## src/itp_pkg.sv

```systemverilog
package itp_pkg;

  localparam int STACK_DEPTH = 32;
  localparam int ADDR_W      = (STACK_DEPTH > 1) ? $clog2(STACK_DEPTH) : 1;
  localparam int CNT_W       = $clog2(STACK_DEPTH + 1);

  localparam logic [7:0] CH_PLUS   = 8'h2B;  // '+'
  localparam logic [7:0] CH_MINUS  = 8'h2D;  // '-'
  localparam logic [7:0] CH_STAR   = 8'h2A;  // '*'
  localparam logic [7:0] CH_SLASH  = 8'h2F;  // '/'
  localparam logic [7:0] CH_CARET  = 8'h5E;  // '^'
  localparam logic [7:0] CH_LPAREN = 8'h28;  // '('
  localparam logic [7:0] CH_RPAREN = 8'h29;  // ')'
  localparam logic [7:0] CH_LC_A   = 8'h61;
  localparam logic [7:0] CH_LC_Z   = 8'h7A;
  localparam logic [7:0] CH_UC_A   = 8'h41;
  localparam logic [7:0] CH_UC_Z   = 8'h5A;

  typedef enum logic [1:0] {
    ERR_NONE      = 2'd0,
    ERR_OVERFLOW  = 2'd1,
    ERR_UNMATCHED = 2'd2
  } err_t;

  // one result word handed from the sequencer to the output register
  typedef struct packed {
    logic [7:0] symbol;
    logic       has_symbol;
    logic       run_last;
    logic       expression_done;
    err_t       error_code;
  } res_t;

  // stack memory request
  typedef struct packed {
    logic              we;
    logic [ADDR_W-1:0] waddr;
    logic [7:0]        wdata;
    logic [ADDR_W-1:0] raddr;
  } stk_req_t;

  function automatic logic [1:0] prec_of(input logic [7:0] c);
    logic [1:0] p;
    case (c)
      CH_PLUS, CH_MINUS: p = 2'd1;
      CH_STAR, CH_SLASH: p = 2'd2;
      CH_CARET:          p = 2'd3;
      default:           p = 2'd0;
    endcase
    return p;
  endfunction

  function automatic logic is_letter(input logic [7:0] c);
    return ((c >= CH_LC_A) && (c <= CH_LC_Z)) || ((c >= CH_UC_A) && (c <= CH_UC_Z));
  endfunction

endpackage

```

## src/itp_stack.sv

```systemverilog
module itp_stack (
  input  logic                  clk,
  input  itp_pkg::stk_req_t     req,
  output logic [7:0]            rd_data
);

  logic [7:0] mem [itp_pkg::STACK_DEPTH];

  // one write port, one registered read port
  always_ff @(posedge clk) begin
    if (req.we) begin
      mem[req.waddr] <= req.wdata;
    end
    rd_data <= mem[req.raddr];
  end

endmodule

```

## src/itp_pop_unit.sv

```systemverilog
module itp_pop_unit (
  input  logic [7:0] top_char,
  input  logic [7:0] in_char,
  input  logic       right_assoc,
  output logic       pop
);

  logic [1:0] top_prec;
  logic [1:0] in_prec;
  logic       hold_equal;

  assign top_prec   = itp_pkg::prec_of(top_char);
  assign in_prec    = itp_pkg::prec_of(in_char);
  // a right-associative caret leaves an equal-precedence top in place
  assign hold_equal = (in_char == itp_pkg::CH_CARET) && right_assoc;
  assign pop        = (top_prec > in_prec) || ((top_prec == in_prec) && !hold_equal);

endmodule

```

## src/itp_ctrl.sv

```systemverilog
module itp_ctrl (
  input  logic                 clk,
  input  logic                 rst,
  input  logic                 in_valid,
  output logic                 in_ready,
  input  logic [7:0]           in_char,
  input  logic                 in_last,
  output logic [7:0]           cur_char,
  input  logic                 pop_hit,
  input  logic                 out_free,
  output logic                 res_valid,
  output itp_pkg::res_t        res,
  output itp_pkg::stk_req_t    stk,
  input  logic [7:0]           rd_data
);

  typedef enum logic [2:0] {
    S_IDLE,
    S_DECODE,
    S_SCAN,
    S_PUSH,
    S_FIN,
    S_DRAIN,
    S_FLUSH
  } state_t;

  state_t                       state, state_next;
  logic [7:0]                   ch, ch_next;
  logic                         last, last_next;
  logic [itp_pkg::CNT_W-1:0]    count, count_next;
  itp_pkg::err_t                err, err_next;
  logic                         any, any_next;
  logic                         pend_valid, pend_valid_next;
  logic [7:0]                   pend_sym, pend_sym_next;
  logic                         pend_has, pend_has_next;

  logic                         go;
  logic                         prod;
  logic [7:0]                   prod_sym;
  logic                         prod_has;
  logic [itp_pkg::ADDR_W-1:0]   top_addr;
  logic [itp_pkg::ADDR_W-1:0]   below_addr;
  logic                         one_left;

  assign in_ready   = (state == S_IDLE);
  assign cur_char   = ch;
  assign top_addr   = itp_pkg::ADDR_W'(count - itp_pkg::CNT_W'(1));
  assign below_addr = itp_pkg::ADDR_W'(count - itp_pkg::CNT_W'(2));
  assign one_left   = (count == itp_pkg::CNT_W'(1));
  // a new result may replace the pending one only if the output can take it
  assign go         = !pend_valid || out_free;

  always_comb begin
    state_next      = state;
    ch_next         = ch;
    last_next       = last;
    count_next      = count;
    err_next        = err;
    any_next        = any;
    pend_valid_next = pend_valid;
    pend_sym_next   = pend_sym;
    pend_has_next   = pend_has;
    prod            = 1'b0;
    prod_sym        = rd_data;
    prod_has        = 1'b1;
    res_valid       = 1'b0;
    res             = '{symbol: pend_sym, has_symbol: pend_has, run_last: 1'b0,
                        expression_done: 1'b0, error_code: itp_pkg::ERR_NONE};
    stk             = '{we: 1'b0, waddr: count[itp_pkg::ADDR_W-1:0], wdata: ch,
                        raddr: top_addr};

    unique case (state)
      S_IDLE: begin
        if (in_valid) begin
          ch_next    = in_char;
          last_next  = in_last;
          any_next   = 1'b0;
          state_next = S_DECODE;
        end
      end
      S_DECODE: begin
        if (err != itp_pkg::ERR_NONE) begin
          state_next = S_FIN;
        end else if (itp_pkg::is_letter(ch)) begin
          if (go) begin
            prod       = 1'b1;
            prod_sym   = ch;
            state_next = S_FIN;
          end
        end else if (ch == itp_pkg::CH_LPAREN) begin
          state_next = S_PUSH;
        end else if (count != '0) begin
          state_next = S_SCAN;
        end else if (ch == itp_pkg::CH_RPAREN) begin
          err_next   = itp_pkg::ERR_UNMATCHED;
          state_next = S_FIN;
        end else begin
          state_next = S_PUSH;
        end
      end
      S_SCAN: begin
        if (ch == itp_pkg::CH_RPAREN) begin
          if (rd_data == itp_pkg::CH_LPAREN) begin
            count_next = count - itp_pkg::CNT_W'(1);
            state_next = S_FIN;
          end else if (go) begin
            prod       = 1'b1;
            count_next = count - itp_pkg::CNT_W'(1);
            stk.raddr  = below_addr;
            if (one_left) begin
              err_next   = itp_pkg::ERR_UNMATCHED;
              state_next = S_FIN;
            end
          end
        end else if (pop_hit) begin
          if (go) begin
            prod       = 1'b1;
            count_next = count - itp_pkg::CNT_W'(1);
            stk.raddr  = below_addr;
            if (one_left) begin
              state_next = S_PUSH;
            end
          end
        end else begin
          state_next = S_PUSH;
        end
      end
      S_PUSH: begin
        if (count == itp_pkg::CNT_W'(itp_pkg::STACK_DEPTH)) begin
          err_next = itp_pkg::ERR_OVERFLOW;
        end else begin
          stk.we     = 1'b1;
          count_next = count + itp_pkg::CNT_W'(1);
        end
        state_next = S_FIN;
      end
      S_FIN: begin
        if (last && (err == itp_pkg::ERR_NONE) && (count != '0)) begin
          state_next = S_DRAIN;
        end else if (last && ((err != itp_pkg::ERR_NONE) || !any)) begin
          // bare end marker
          if (go) begin
            prod       = 1'b1;
            prod_sym   = 8'h00;
            prod_has   = 1'b0;
            state_next = S_FLUSH;
          end
        end else begin
          state_next = S_FLUSH;
        end
      end
      S_DRAIN: begin
        if (go) begin
          prod       = 1'b1;
          count_next = count - itp_pkg::CNT_W'(1);
          stk.raddr  = below_addr;
          if (one_left) begin
            state_next = S_FLUSH;
          end
        end
      end
      S_FLUSH: begin
        if (!pend_valid || out_free) begin
          if (pend_valid) begin
            res_valid           = 1'b1;
            res.run_last        = 1'b1;
            res.expression_done = last;
            res.error_code      = last ? err : itp_pkg::ERR_NONE;
          end
          pend_valid_next = 1'b0;
          if (last) begin
            count_next = '0;
            err_next   = itp_pkg::ERR_NONE;
          end
          state_next = S_IDLE;
        end
      end
      default: begin
        state_next = S_IDLE;
      end
    endcase

    // hand the older result on, keep the new one until we know what follows
    if (prod) begin
      res_valid       = pend_valid;
      pend_valid_next = 1'b1;
      pend_sym_next   = prod_sym;
      pend_has_next   = prod_has;
      any_next        = 1'b1;
    end
  end

  always_ff @(posedge clk) begin
    if (rst) begin
      state      <= S_IDLE;
      count      <= '0;
      err        <= itp_pkg::ERR_NONE;
      any        <= 1'b0;
      pend_valid <= 1'b0;
    end else begin
      state      <= state_next;
      count      <= count_next;
      err        <= err_next;
      any        <= any_next;
      pend_valid <= pend_valid_next;
    end
    ch       <= ch_next;
    last     <= last_next;
    pend_sym <= pend_sym_next;
    pend_has <= pend_has_next;
  end

endmodule

```

## src/infix_to_postfix_converter.sv

```systemverilog
// Channel   Dir  Handshake          Payload
// s_*       in   s_tvalid/s_tready  tdata[7:0] character, tlast expr_end
// m_*       out  m_tvalid/m_tready  tdata[7:0] symbol, [8] expression_done,
//                                   [10:9] error_code; tuser has_symbol;
//                                   tlast run_last
// cfg_*     in   cfg_write_en       cfg_write_data power_right_assoc
//
// A word passes accept, decode, finish and flush, plus a push step per push,
// a step per entry popped or drained, and a step for a compare that keeps the top
// (a matching open paren, or an entry the operator leaves in place).
// rst (synchronous) empties the stack and clears a latched error; the stack
// memory needs no clearing. A stalled m_tready holds the sequencer at its next
// result, and s_tready is high only while the block is idle between words.
module infix_to_postfix_converter (
  input  logic        clk,
  input  logic        rst,
  input  logic        s_tvalid,
  output logic        s_tready,
  input  logic [7:0]  s_tdata,        // [7:0] character
  input  logic        s_tlast,
  output logic        m_tvalid,
  input  logic        m_tready,
  output logic [15:0] m_tdata,        // [7:0] symbol, [8] expression_done, [10:9] error_code
  output logic        m_tuser,        // [0] has_symbol
  output logic        m_tlast,
  input  logic        cfg_write_en,
  input  logic        cfg_write_data
);

  logic                power_right_assoc;
  logic                out_free;
  logic                res_valid;
  itp_pkg::res_t       res;
  itp_pkg::res_t       out_word;
  itp_pkg::stk_req_t   stk;
  logic [7:0]          rd_data;
  logic [7:0]          cur_char;
  logic                pop_hit;

  // caret associativity; the user writes it only while idle, the block does not enforce it
  always_ff @(posedge clk) begin
    if (rst) begin
      power_right_assoc <= 1'b1;
    end else if (cfg_write_en) begin
      power_right_assoc <= cfg_write_data;
    end
  end

  itp_stack u_stack (
    .clk     (clk),
    .req     (stk),
    .rd_data (rd_data)
  );

  // precedence compare of the incoming operator against the stack top
  itp_pop_unit u_pop (
    .top_char    (rd_data),
    .in_char     (cur_char),
    .right_assoc (power_right_assoc),
    .pop         (pop_hit)
  );

  itp_ctrl u_ctrl (
    .clk       (clk),
    .rst       (rst),
    .in_valid  (s_tvalid),
    .in_ready  (s_tready),
    .in_char   (s_tdata),
    .in_last   (s_tlast),
    .cur_char  (cur_char),
    .pop_hit   (pop_hit),
    .out_free  (out_free),
    .res_valid (res_valid),
    .res       (res),
    .stk       (stk),
    .rd_data   (rd_data)
  );

  // output register: load when empty or when the current word is taken
  assign out_free = !m_tvalid || m_tready;

  always_ff @(posedge clk) begin
    if (rst) begin
      m_tvalid <= 1'b0;
    end else if (out_free) begin
      m_tvalid <= res_valid;
    end
    if (out_free && res_valid) begin
      out_word <= res;
    end
  end

  assign m_tdata = {5'b0, out_word.error_code, out_word.expression_done, out_word.symbol};
  assign m_tuser = out_word.has_symbol;
  assign m_tlast = out_word.run_last;

endmodule

```

## config.mk

```make
export PLATFORM = sky130hd
export DESIGN_NAME = infix_to_postfix_converter
export DESIGN_NICKNAME = d
export VERILOG_FILES = /design/src/itp_pkg.sv /design/src/itp_stack.sv /design/src/itp_pop_unit.sv /design/src/itp_ctrl.sv /design/src/infix_to_postfix_converter.sv
export SDC_FILE = /design/constraint.sdc
export NUM_CORES = 1
export LEC_CHECK = 0
export BUFFER_PORTS_ARGS = -buffer_cell sky130_fd_sc_hd__buf_2
export CORE_ASPECT_RATIO = 1.4
export CORE_MARGIN = 3
export CORE_UTILIZATION = 51
export CTS_BUF_LIST = sky130_fd_sc_hd__clkbuf_4
export CTS_CLUSTER_SIZE = 20
export DETAILED_ROUTE_END_ITERATION = 16
export GPL_ROUTABILITY_DRIVEN = 0
export GPL_TIMING_DRIVEN = 0
export PLACE_DENSITY = 0.7
export SLEW_MARGIN = 25
export SYNTH_ARGS = -nofsm -noshare
export SYNTH_HDL_FRONTEND = slang
export SYNTH_SLANG_ARGS = --single-unit
```

## constraint.sdc

```tcl
create_clock -name clk -period 3.51 [get_ports clk]
set_input_delay 0.702 -clock clk [delete_from_list [all_inputs] [get_ports clk]]
set_output_delay 0.702 -clock clk [all_outputs]
set_load 0.02 [all_outputs]
```

* After elaboration in Yosys (flattened, before gate mapping)
Memory sizes are Yosys's and may differ from the RTL's. A register that Yosys moved wholly into a read port is not among the register bits.
Cells that the tools add are included.
W data, S select, Z words.
** Storage, ports and cells
- Input bits :: 15
- Memory bits (writable) :: 256
- Memories kept :: 1
- Bits in registers :: 46
- Word-level logic and storage cells :: 195
** Operators by class
- Muxes and demuxes :: 82
- Equal/unequal tests :: 45
- Bitwise operators :: 2
- Order comparisons :: 5
- Reduce and logical (&&, ||, !) cells :: 41
- Add/subtract/negate cells :: 3
** Memories
- u_stack.mem :: depth 32, bits a word 8, rd ports 1, clocked after memory_dff 1, write ports 1, line itp_stack.sv:7 : logic [7:0] mem [itp_pkg::STACK_DEPTH];
** Operator list (count)
- $eq A8 B6 Y1 const B :: 11
- $mux W3 :: 20
- $mux W8 :: 6
- $mux W6 :: 7
- $mux W2 :: 13
- $pmux W6 S4 :: 1
- $mux W1 :: 23
- $pmux W3 S7 :: 1
- $mux W5 :: 4
- $ne A2 B1 Y1 const B :: 9
- $eq A8 B7 Y1 const B :: 2
- $ge A8 B7 Y1 const B :: 2
- $le A8 B7 Y1 const B :: 2
- $ne A4 B2 Y1 const B :: 4
- $pmux W8 S2 :: 1
- $ne A2 B2 Y1 const B :: 7
- $reduce_and A13 Y1 :: 1
- $pmux W2 S3 :: 2
- $pmux W5 S2 :: 1
- $reduce_and A10 Y1 :: 1
- $reduce_bool A2 Y1 :: 5
- $eq A3 B3 Y1 const B :: 3
- $logic_and A1 B1 Y1 :: 8
- $ne A4 B3 Y1 const B :: 2
- 26 further kinds :: 42

* Longest topological paths before layout
Gate-level depths: netlist of run 1.
- Depth in word-level cells :: 11
- Mapped depth :: 18

* Hierarchy
From an unflattened synthesis of run 1, not the netlist that was laid out.
** Unflattened totals
- Cell total of the unflattened synthesis :: 746
- Area total of the unflattened synthesis :: 13205.2 µm²
** Modules (own cells, without submodules)
- itp_stack :: cells each 417, area an instance 10053.4 µm², times used 1
- itp_ctrl :: cells each 272, area an instance 2412.3 µm², times used 1
- infix_to_postfix_converter :: cells each 27, area an instance 515.5 µm², times used 1
- itp_pop_unit :: cells each 30, area an instance 224.0 µm², times used 1

* Worst setup path before layout of run 1
No wires, ideal clock.
- Path type :: flip-flop to flip-flop
- From :: register u_ctrl.ch[0] (netlist: u_ctrl.cur_char[0])
- To :: register u_stack.rd_data[0], read port of u_stack.mem
- Library setup time :: 0.137 ns
- Path buffers :: 2
- Data arrival time :: 3.757 ns
- Required time :: 3.373 ns
- Cell stages (with the launch flop) :: 16
- Setup slack :: -0.385 ns
- Cell sequence :: edfxtp_1 buf_2 or2_1 nor3_1 a31o_2 ha_1 nand2b_1 a21oi_1 o31a_1 nor2_1 xnor2_1 buf_6 mux4_2 and2_1 a211oi_1 a211oi_1
** Between the ends
- Word-level cells in the longest chain between the ends :: 9
- Elaborated cells on any way between the ends :: 18
- Classes of those cells :: order compare: 1; eq/ne: 7; mux: 4; reduce/logical: 6
** RTL lines
- from (decl) :: line itp_ctrl.sv:28 : logic [7:0] ch, ch_next;
- from (signal assigned) :: line itp_ctrl.sv:207 : ch <= ch_next;
- $eq A8 B6 Y1 :: line itp_pkg.sv:44 : case (c)
- $reduce_or A2 Y1 :: line itp_pkg.sv:44
- $pmux W2 S3 :: line itp_pkg.sv:44
- $eq A2 B2 Y1 :: line itp_pop_unit.sv:16 : assign pop = (top_prec > in_prec) || ((top_prec == in_prec) && !hold_equal);
- $logic_and A1 B1 Y1 :: line itp_pop_unit.sv:16
- $logic_or A1 B1 Y1 :: line itp_pop_unit.sv:16
- $mux W5 :: line itp_ctrl.sv:115 : end else if (pop_hit) begin
- $mux W5 * :: line itp_ctrl.sv:102 : if (ch == itp_pkg::CH_RPAREN) begin
- $pmux W5 S2 * :: line itp_ctrl.sv:72 : unique case (state)
- to (decl) :: line itp_stack.sv:4 : output logic [7:0] rd_data
Every way passes the cells marked *; elsewhere a longest branch is shown, timed or not.
A chain may end at the register's enable or synchronous reset.

* Worst setup path after layout of run 1
- From :: register u_ctrl.ch[2] (netlist: u_ctrl.cur_char[2])
- To :: register u_stack.rd_data[0], read port of u_stack.mem
Same word-level chain as after synthesis.

==> results of run 1 <==
-- repair_timing --
item / in CTS / in global routing
endpoints found under the setup margin: 39 / 37
pin swaps: 40 / 41
gates cloned: 2 / 3
buffers inserted: 26 / 12
gates resized for setup: 174 / 44
-- final cells by class --
cell class,instances,area (um2)
clock buffers,106,796
diodes,1,2.50
multi-input cells,591,4800
clock inverters,23,118
inverters,9,33.8
well taps,319,399
repair buffers,81,791
fillers,1788,9110
flip-flops and latches,310,9080
plain buffers,69,508
-- per-stage QoR --
stage | util [%] | TNS, ns | worst slack, ns
detailed placement | 55.3 | -20.38 | -1.47
finish | 64.5 | -4.00 | -0.548
global route | 64.5 | -4.54 | -0.590
CTS | 63.1 | -3.75 | -0.492
global placement | 54.6 | -40.38 | -1.96
floorplan | - | -1.04 | -0.175
-- synthesized netlist by cell type (all sizes together) (8+ instances only) --
cell / instances
a31oi: 18
ha: 9
nor2: 57
and2: 18
and3: 53
a211oi: 71
edfxtp: 287
nand2b: 10
mux2i: 12
dfxtp: 23
o211ai: 11
clkbuf: 42
nor3: 9
nand2: 91
o32ai: 8
a21o: 12
a21oi: 28
mux4: 17
o21ai: 47
a311oi: 17
inv: 9
buf: 27
nand3: 30
-- worst paths after layout --
check	depth (start not counted)	endpoint	slack, ns	start
worst max-delay path	16	u_stack.rd_data[0]$_DFF_P_	-0.55	u_ctrl.cur_char[2]$_DFFE_PP_
worst min-delay path	1	u_ctrl.cur_char[3]$_DFFE_PP_	0.16	s_tdata[3]
worst max register to register	16	u_stack.rd_data[0]$_DFF_P_	-0.55	u_ctrl.cur_char[2]$_DFFE_PP_
worst min register to register	0	m_tdata[5]$_DFFE_PP_	0.42	u_ctrl.pend_sym[5]$_DFFE_PP_
-- kinds of logic after synthesis --
logic type / Yosys count
AO/OA/AOI/OAI: 239
buffers and inverters: 78
multiplexers: 30
flip-flops: 310
XOR/XNOR: 10
other: 1
AND/OR/NAND/NOR: 298
adder cells (fa/ha/maj): 9
-- state kept, by name, summed over array words and instances (netlist names) --
register           count
u_ctrl.pend_sym        8
u_stack.mem          256
m_tuser                1
u_ctrl.state           3
m_tlast                1
u_ctrl.pend_valid      1
u_ctrl.last            1
u_ctrl.count           6
power_right_assoc      1
u_ctrl.any             1
m_tdata               11
u_ctrl.err             2
m_tvalid               1
u_ctrl.pend_has        1
u_stack.rd_data        8
u_ctrl.cur_char        8
-- routing by layer --
metal | share of wire, % | routed length, um | vias up
li1 | - | - | 4166
met1 | 34 | 12600 | 4581
met2 | 52 | 19400 | 528
met3 | 7.5 | 2800 | 157
met4 | 6.5 | 2430 | 0
met5 | 0 | 0 | -
==> key figures, run 1 <==
STA
  – Slew Limit Headroom: 38.8%
  – Slack of the critical path: -0.548 ns
  – Fin crit share: 116%
  – Max Fclk: 246 MHz
  – Final Setup Violations: 8
  – Hold violation count in the final report: 0
  – Final Hold Slack: 0.163 ns
  – Crit path time final: 4.06 ns
  – Skew final: between 0.04 and 0.05 ns
  – Final Slew Violations: 0
  – Slew @ Worst Pin: between 0.9 and 1 ns
  – RSZ-0062 raised after global routing: yes

Floorplan
  – Die Area: 28200 um2
  – # rows: between 60 and 70
  – Die width: between 100 and 150 um
  – Die H: ~200 um
  – Initial Util: a little over half
  – Ports: 35
  – Core Box Area: 25600 um2

Critical path
  – Crit path required time: 4.09 ns
  – Largest stage delay on the critical path: between 0.4 and 0.5 ns
  – CP Buf/Inv Count: 4
  – Cell family with most CP delay: compound AO/OA/AOI/OAI gates
  – CP Max Fanout: 10
  – Critical-path top delay cell: edfxtp_1
  – Worst EP arrival: approximately 4.6 ns
  – Crit. End Element: flip-flop
  – CP cell instances: buf_12, buf_4, xor2_1, a31o_2, ha_4, nand2b_4, a21oi_2, o31a_1, buf_4, o21ai_4, nand2_4, clkbuf_4, a211oi_1, o21ai_0, a31oi_2, a211oi_1
  – CP Launch Type: flip-flop
  – CP Class: reg -> reg

Placed design
  – Hpwl dp: ~24000 um
  – Dpl cell area: between 10000 and 15000 um2
  – Cells after DPL: 1338
  – Port Buf Inserts: 29

Global route
  – Largest net degree at the start of global routing: 23
  – Initial antenna violation count: 1
  – First-pass GRT wire length: approximately 55000 um
  – GR Overflow Total: 0
  – GR Layer Usage met3: under 10%
  – Vias in the first global route: ~9600
  – Grt met1 use: ~29%
  – Busiest grt layer: met2
  – Met2 GRT Util: between 40% and 50%
  – All-layer global routing usage: 26.1%

Drt
  – Drt first pass iters: 11
  – Routed Antenna Nets: 0
  – DR DRC count: 1
  – Total number of vias: 9432
  – WL per Instance: around 25 um
  – 1st-iter DRT viols: 937
  – DR vias/cell: between 6 and 7
  – Routed wire length: approximately 37000 um

Run
  – Total of max-cap violations: 0

Status
  – Outcome: complete, but fails checks
  – Failing checks: design-rule violations, negative setup slack

Synth
  – Largest family of logic cells by synthesized area: compound AO/OA/AOI/OAI gates
  – Largest cells by area after synthesis: edfxtp_1, a211oi_1, dfxtp_1
  – Yosys top cell by area: edfxtp_1
  – Post-Synth Simple-Gate Area: a little under an eighth
  – Sequential area share after synthesis: 67.9%
  – Post-synthesis mux area share: 3.90%
  – Asr flop ratio synth: 0%
  – Adder-cell share of the synthesized area: 0.842%
  – Yosys reg bits: 310
  – Post-synth EDFFs: between 200 and 300
  – Top_reg_cell synth: edfxtp_1
  – Compound-Gate Fraction of Synth Area: between 10% and 20%
  – Synth warn: 0
  – Mapped Area: between 10000 and 15000 um2
  – Post-synthesis cell type count: 69
  – Syn avg cell area: roughly 14 um2
  – XOR/XNOR Fraction of Synth Area: less than 1%
  – Mapped Cells: about 1000
  – Synth top area share: 64.4%

Layout
  – Design area: about 17000 um2
  – Most common cell after layout, fill and taps aside: edfxtp_1
  – Most frequent cells in the layout: edfxtp_1, clkbuf_4, nand2_1, and3_1, nor2_1
  – NumNets Final: between 1000 and 1500
  – Cell Count, Final, Fillers Out: roughly 1500
  – Share of cells above drive strength 1: 32.4%
  – Synthesis-to-layout area growth: 23.6%

Clock network
  – TritonCTS Sinks: between 300 and 400
  – Max clock buf depth: 3
  – Clock transition at path regs: around 0.07 ns
  – Cts bufs inserted: 73
  – Hold-fix buffers, CTS: 0
  – CTS root buffer: clkbuf_4
  – CTS tree: built
  – H-tree Lvls: 3
  – Worst-skew pair later-pin latency: about 0.73 ns

Hold path
  – Hold Crit Class: in -> reg
Power of run 1 is left out: the tool's default activity adds up to more than one toggle a clock period on the data nets, which glitch-free logic cannot reach.
==> inputs of run 2 (changes only) <==
--- a/config.mk
+++ b/config.mk
@@ -5,6 +5,7 @@
 export SDC_FILE = /design/constraint.sdc
 export NUM_CORES = 1
 export LEC_CHECK = 0
+export ABC_AREA = 1
 export BUFFER_PORTS_ARGS = -buffer_cell sky130_fd_sc_hd__buf_2
 export CORE_ASPECT_RATIO = 1.4
 export CORE_MARGIN = 3
@@ -18,4 +19,5 @@
 export SLEW_MARGIN = 25
 export SYNTH_ARGS = -nofsm -noshare
 export SYNTH_HDL_FRONTEND = slang
+export SYNTH_HIERARCHICAL = 1
 export SYNTH_SLANG_ARGS = --single-unit
==> run 2 against run 1 <==
Synthesized cell count increased by 45%. Hold slack worse by 0.0074 ns. Sequential cell count is the same. Largest cell class unchanged. Critical path type unchanged. Via count rose by 14%. The run now ends clean.
==> key figures, run 2 <==
Layout
  – Register with the most flip-flops: u_stack/mem
  – Synthesis-to-layout area growth: 13.7%
  – NumNets Final: 1576 (+36%)
  – Multi-input gate area: 4230 um2 (-12%)
  – Share of cells above drive strength 1: 17.5% (-15 points)
  – Most frequent cells in the layout: nand2_1, edfxtp_1, nand3_1, clkbuf_4, nor2_1
  – Fillers: 2244 (+26%)
  – Design area: 16100 um2 (-2.5%)
  – Storage element area: 9080 um2 (unchanged)
  – Largest register FFs: 256 (unchanged)
  – Most common cell after layout, fill and taps aside: nand2_1

Critical path
  – Reg2reg setup slack: 0.19 ns (+0.74 ns)
  – CP Launch Type: flip-flop
  – CP Class: reg -> reg
  – R2r endpoint: u_stack/rd_data[2]$_DFF_P_
  – Worst EP arrival: 3.99 ns (-0.65 ns)
  – Setup crit start: u_ctrl/cur_char[0]$_DFFE_PP_
  – R2R depth: 25 (+9)
  – Crit. End Element: flip-flop
  – CP Max Fanout: 10 (unchanged)
  – Crit path required time: 4.17 ns (+0.08 ns)
  – RR Startpoint: u_ctrl/cur_char[0]$_DFFE_PP_

Placed design
  – Hpwl dp: 24500 um (+1.4%)
  – Port Buf Inserts: 29 (unchanged)
  – Dpl cell area: 14800 um2 (+4.4%)

Clock network
  – CTS tree: built
  – CTS root buffer: clkbuf_4
  – H-tree Lvls: 3 (unchanged)
  – Cts bufs inserted: 73 (unchanged)
  – Max clock buf depth: 3 (unchanged)
  – TritonCTS Sinks: 310 (unchanged)
  – Clock transition at path regs: 0.07 ns (about the same)
  – Worst-skew pair later-pin latency: 0.73 ns (about the same)
  – Hold-fix buffers, CTS: 0 (unchanged)

Synth
  – Mapped Area: 14200 um2 (+6.0%)
  – Asr flop ratio synth: 0% (unchanged)
  – Post-synthesis cell type count: 40 (-42%)
  – Commonest cells in the netlist: nand2_1, edfxtp_1, nand3_1
  – Largest cells by area after synthesis: edfxtp_1, nand2_1, nand3_1
  – Syn avg cell area: 10.0 um2 (-27%)
  – Synth top area share: 60.8% (-3.6 points)
  – Synth warn: 6 (+6)
  – Mapped Cells: 1418 (+45%)
  – Yosys top cell by area: edfxtp_1
  – Most numerous cell in the Yosys netlist: nand2_1
  – Post-synth EDFFs: 287 (unchanged)
  – Top_reg_cell synth: edfxtp_1
  – Yosys reg bits: 310 (unchanged)
  – Sequential area share after synthesis: 64.0% (-3.8 points)

Hold path
  – Hold Path Sink: u_ctrl/last$_DFFE_PP_
  – Hold path cells: 1 (unchanged)
  – HP Start: s_tlast
  – Hold Crit Class: in -> reg

Power and ir drop
  – Pwr/cell area: roughly 960 nW/um2
  – Peak VDD IR: around 0.45 mV
  – Leak Pwr: 6.56 nW

Drt
  – Total number of vias: 10800 (+14%)
  – Routed Antenna Nets: 0 (unchanged)
  – Drt first pass iters: 6 (-5)
  – DR vias/cell: 5.47 (-12%)
  – WL per Instance: 19.0 um (-23%)
  – 1st-iter DRT viols: 924 (-1.4%)
  – Routed wire length: 37500 um (+0.59%)
  – DR DRC count: 0 (-1)

Floorplan
  – Die H: 203 um (+2.9%)
  – Ports: 35 (unchanged)
  – Initial Util: 52.3% (+0.16 points)
  – Core Box Area: 27100 um2 (+5.7%)
  – # rows: 71 (+2.9%)
  – Die Area: 29900 um2 (+5.8%)
  – Die width: 147 um (+2.8%)

Global route
  – GR Overflow Total: 0 (unchanged)
  – Vias in the first global route: 10200 (+6.9%)
  – All-layer global routing usage: 24.6% (-1.5 points)
  – Largest net degree at the start of global routing: 33 (+43%)
  – First-pass GRT wire length: 55900 um (+1.5%)
  – Initial antenna violation count: 1 (unchanged)

STA
  – Hold violation count in the final report: 0 (unchanged)
  – Final Hold Slack: 0.156 ns (-0.00739 ns)
  – RSZ-0062 raised after global routing: yes
  – Fin crit share: 94.7% (-21 points)
  – Crit path time final: 3.32 ns (-0.735 ns)
  – Final Slew Violations: 0 (unchanged)
  – Max Fclk: 301 MHz (+22%)
  – Final Setup Violations: 0 (-8)
  – Slew @ Worst Pin: 0.970 ns (+0.0560 ns)
  – Skew final: 0.0538 ns (+0.00584 ns)
  – Slew Limit Headroom: 35.1% (-3.7 points)

Status
  – Outcome: finished clean

Run
  – Total of max-cap violations: 0 (unchanged)
run 2: power by group:
group / total, mW / internal (mW) / switching (mW)
sequential: 4.72 / 4.54 / 0.176
clock: 2.75 / 1.40 / 1.35
combinational: 7.96 / 2.72 / 5.24
total: 15.4 / 8.66 / 6.76
run 2: worst max-delay path, stage by stage, from the launching register on:
cell and delay, ns:
edfxtp_1 0.48, nor2_4 0.13, nand2_1 0.07, nor2_2 0.15
a21oi_2 0.05, ha_1 0.30, nand2_1 0.09, nor2_1 0.04
nand3_1 0.07, nand2_1 0.06, inv_2 0.08, inv_1 0.07
nand2_1 0.05, o21ai_0 0.10, o211ai_1 0.18, buf_4 0.15
buf_6 0.20, buf_4 0.23, nand2_1 0.08, nand3_1 0.08
nand3_1 0.14, nand2_1 0.11, nand2_1 0.05, nand2_1 0.11
nand2_1 0.08, nand2_1 0.10
run 2: kinds of logic after synthesis:
logic type      share of synthesized area [%]
flops                                    64.0
other cells                            0.0265
xor+xnor                                0.494
fa+ha+maj                               0.706
compound gates                           2.66
buf+inv                                  6.71
simple gates                             25.4
run 2: what timing repair did:
| item | in CTS | in global routing |
|---|---|---|
| setup buffers | 5 | 19 |
| setup endpoints to repair | 8 | 21 |
| gates resized for setup | 20 | 56 |
| gates cloned | 0 | 3 |
| pin swaps | 0 | 7 |
run 2: worst max path at each step:
| stage | depth (start not counted) | endpoint |
|---|---|---|
| final | 25 | u_stack/rd_data[2]$_DFF_P_ |
| after global routing | 24 | u_stack/rd_data[6]$_DFF_P_ |
| after CTS | 26 | u_stack/rd_data[3]$_DFF_P_ |
| after detailed placement | 26 | u_stack/rd_data[5]$_DFF_P_ |
| after global placement | 26 | u_stack/rd_data[5]$_DFF_P_ |
| after floorplan | 18 | m_tdata[0]$_DFFE_PP_ |
run 2: layout make-up:
cell class                      count  area share, %
Antenna cell                        1         0.0155
Buffer                             78           4.35
Clock buffer                      101           4.70
Clock inverter                     23          0.706
Inverter                           96           2.28
Multi-Input combinational cell    938           26.3
Sequential cell                   310           56.3
Tap cell                          365           2.83
Timing Repair Buffer               56           2.52
run 2: per-stage QoR:
| stage | cells | setup TNS (ns) | worst slack, ns | utilization [%] | power [mW] |
|---|---|---|---|---|---|
| 2_1_floorplan | 1422 | 0 | 0.366 | - | 9.46 |
| 3_3_place_gp | 1816 | -5.65 | -0.388 | 54.6 | 11.7 |
| 3_5_place_dp | 1816 | -2.96 | -0.416 | 54.6 | 11.8 |
| 4_1_cts | 1945 | 0 | 0.0471 | 58.1 | 14.7 |
| 5_1_grt | 1968 | -0.230 | -0.0607 | 59.5 | 16.3 |
| 6_report | 1968 | 0 | 0.187 | 59.5 | 15.4 |
run 2: per-layer routing:
layer	GRT usage, %	share of wire [%]
met5	0	0
met1	27.5	36
met3	4.49	6.9
met2	44.5	52
met4	13.3	5.2
Power figures use the tool's default switching activity.
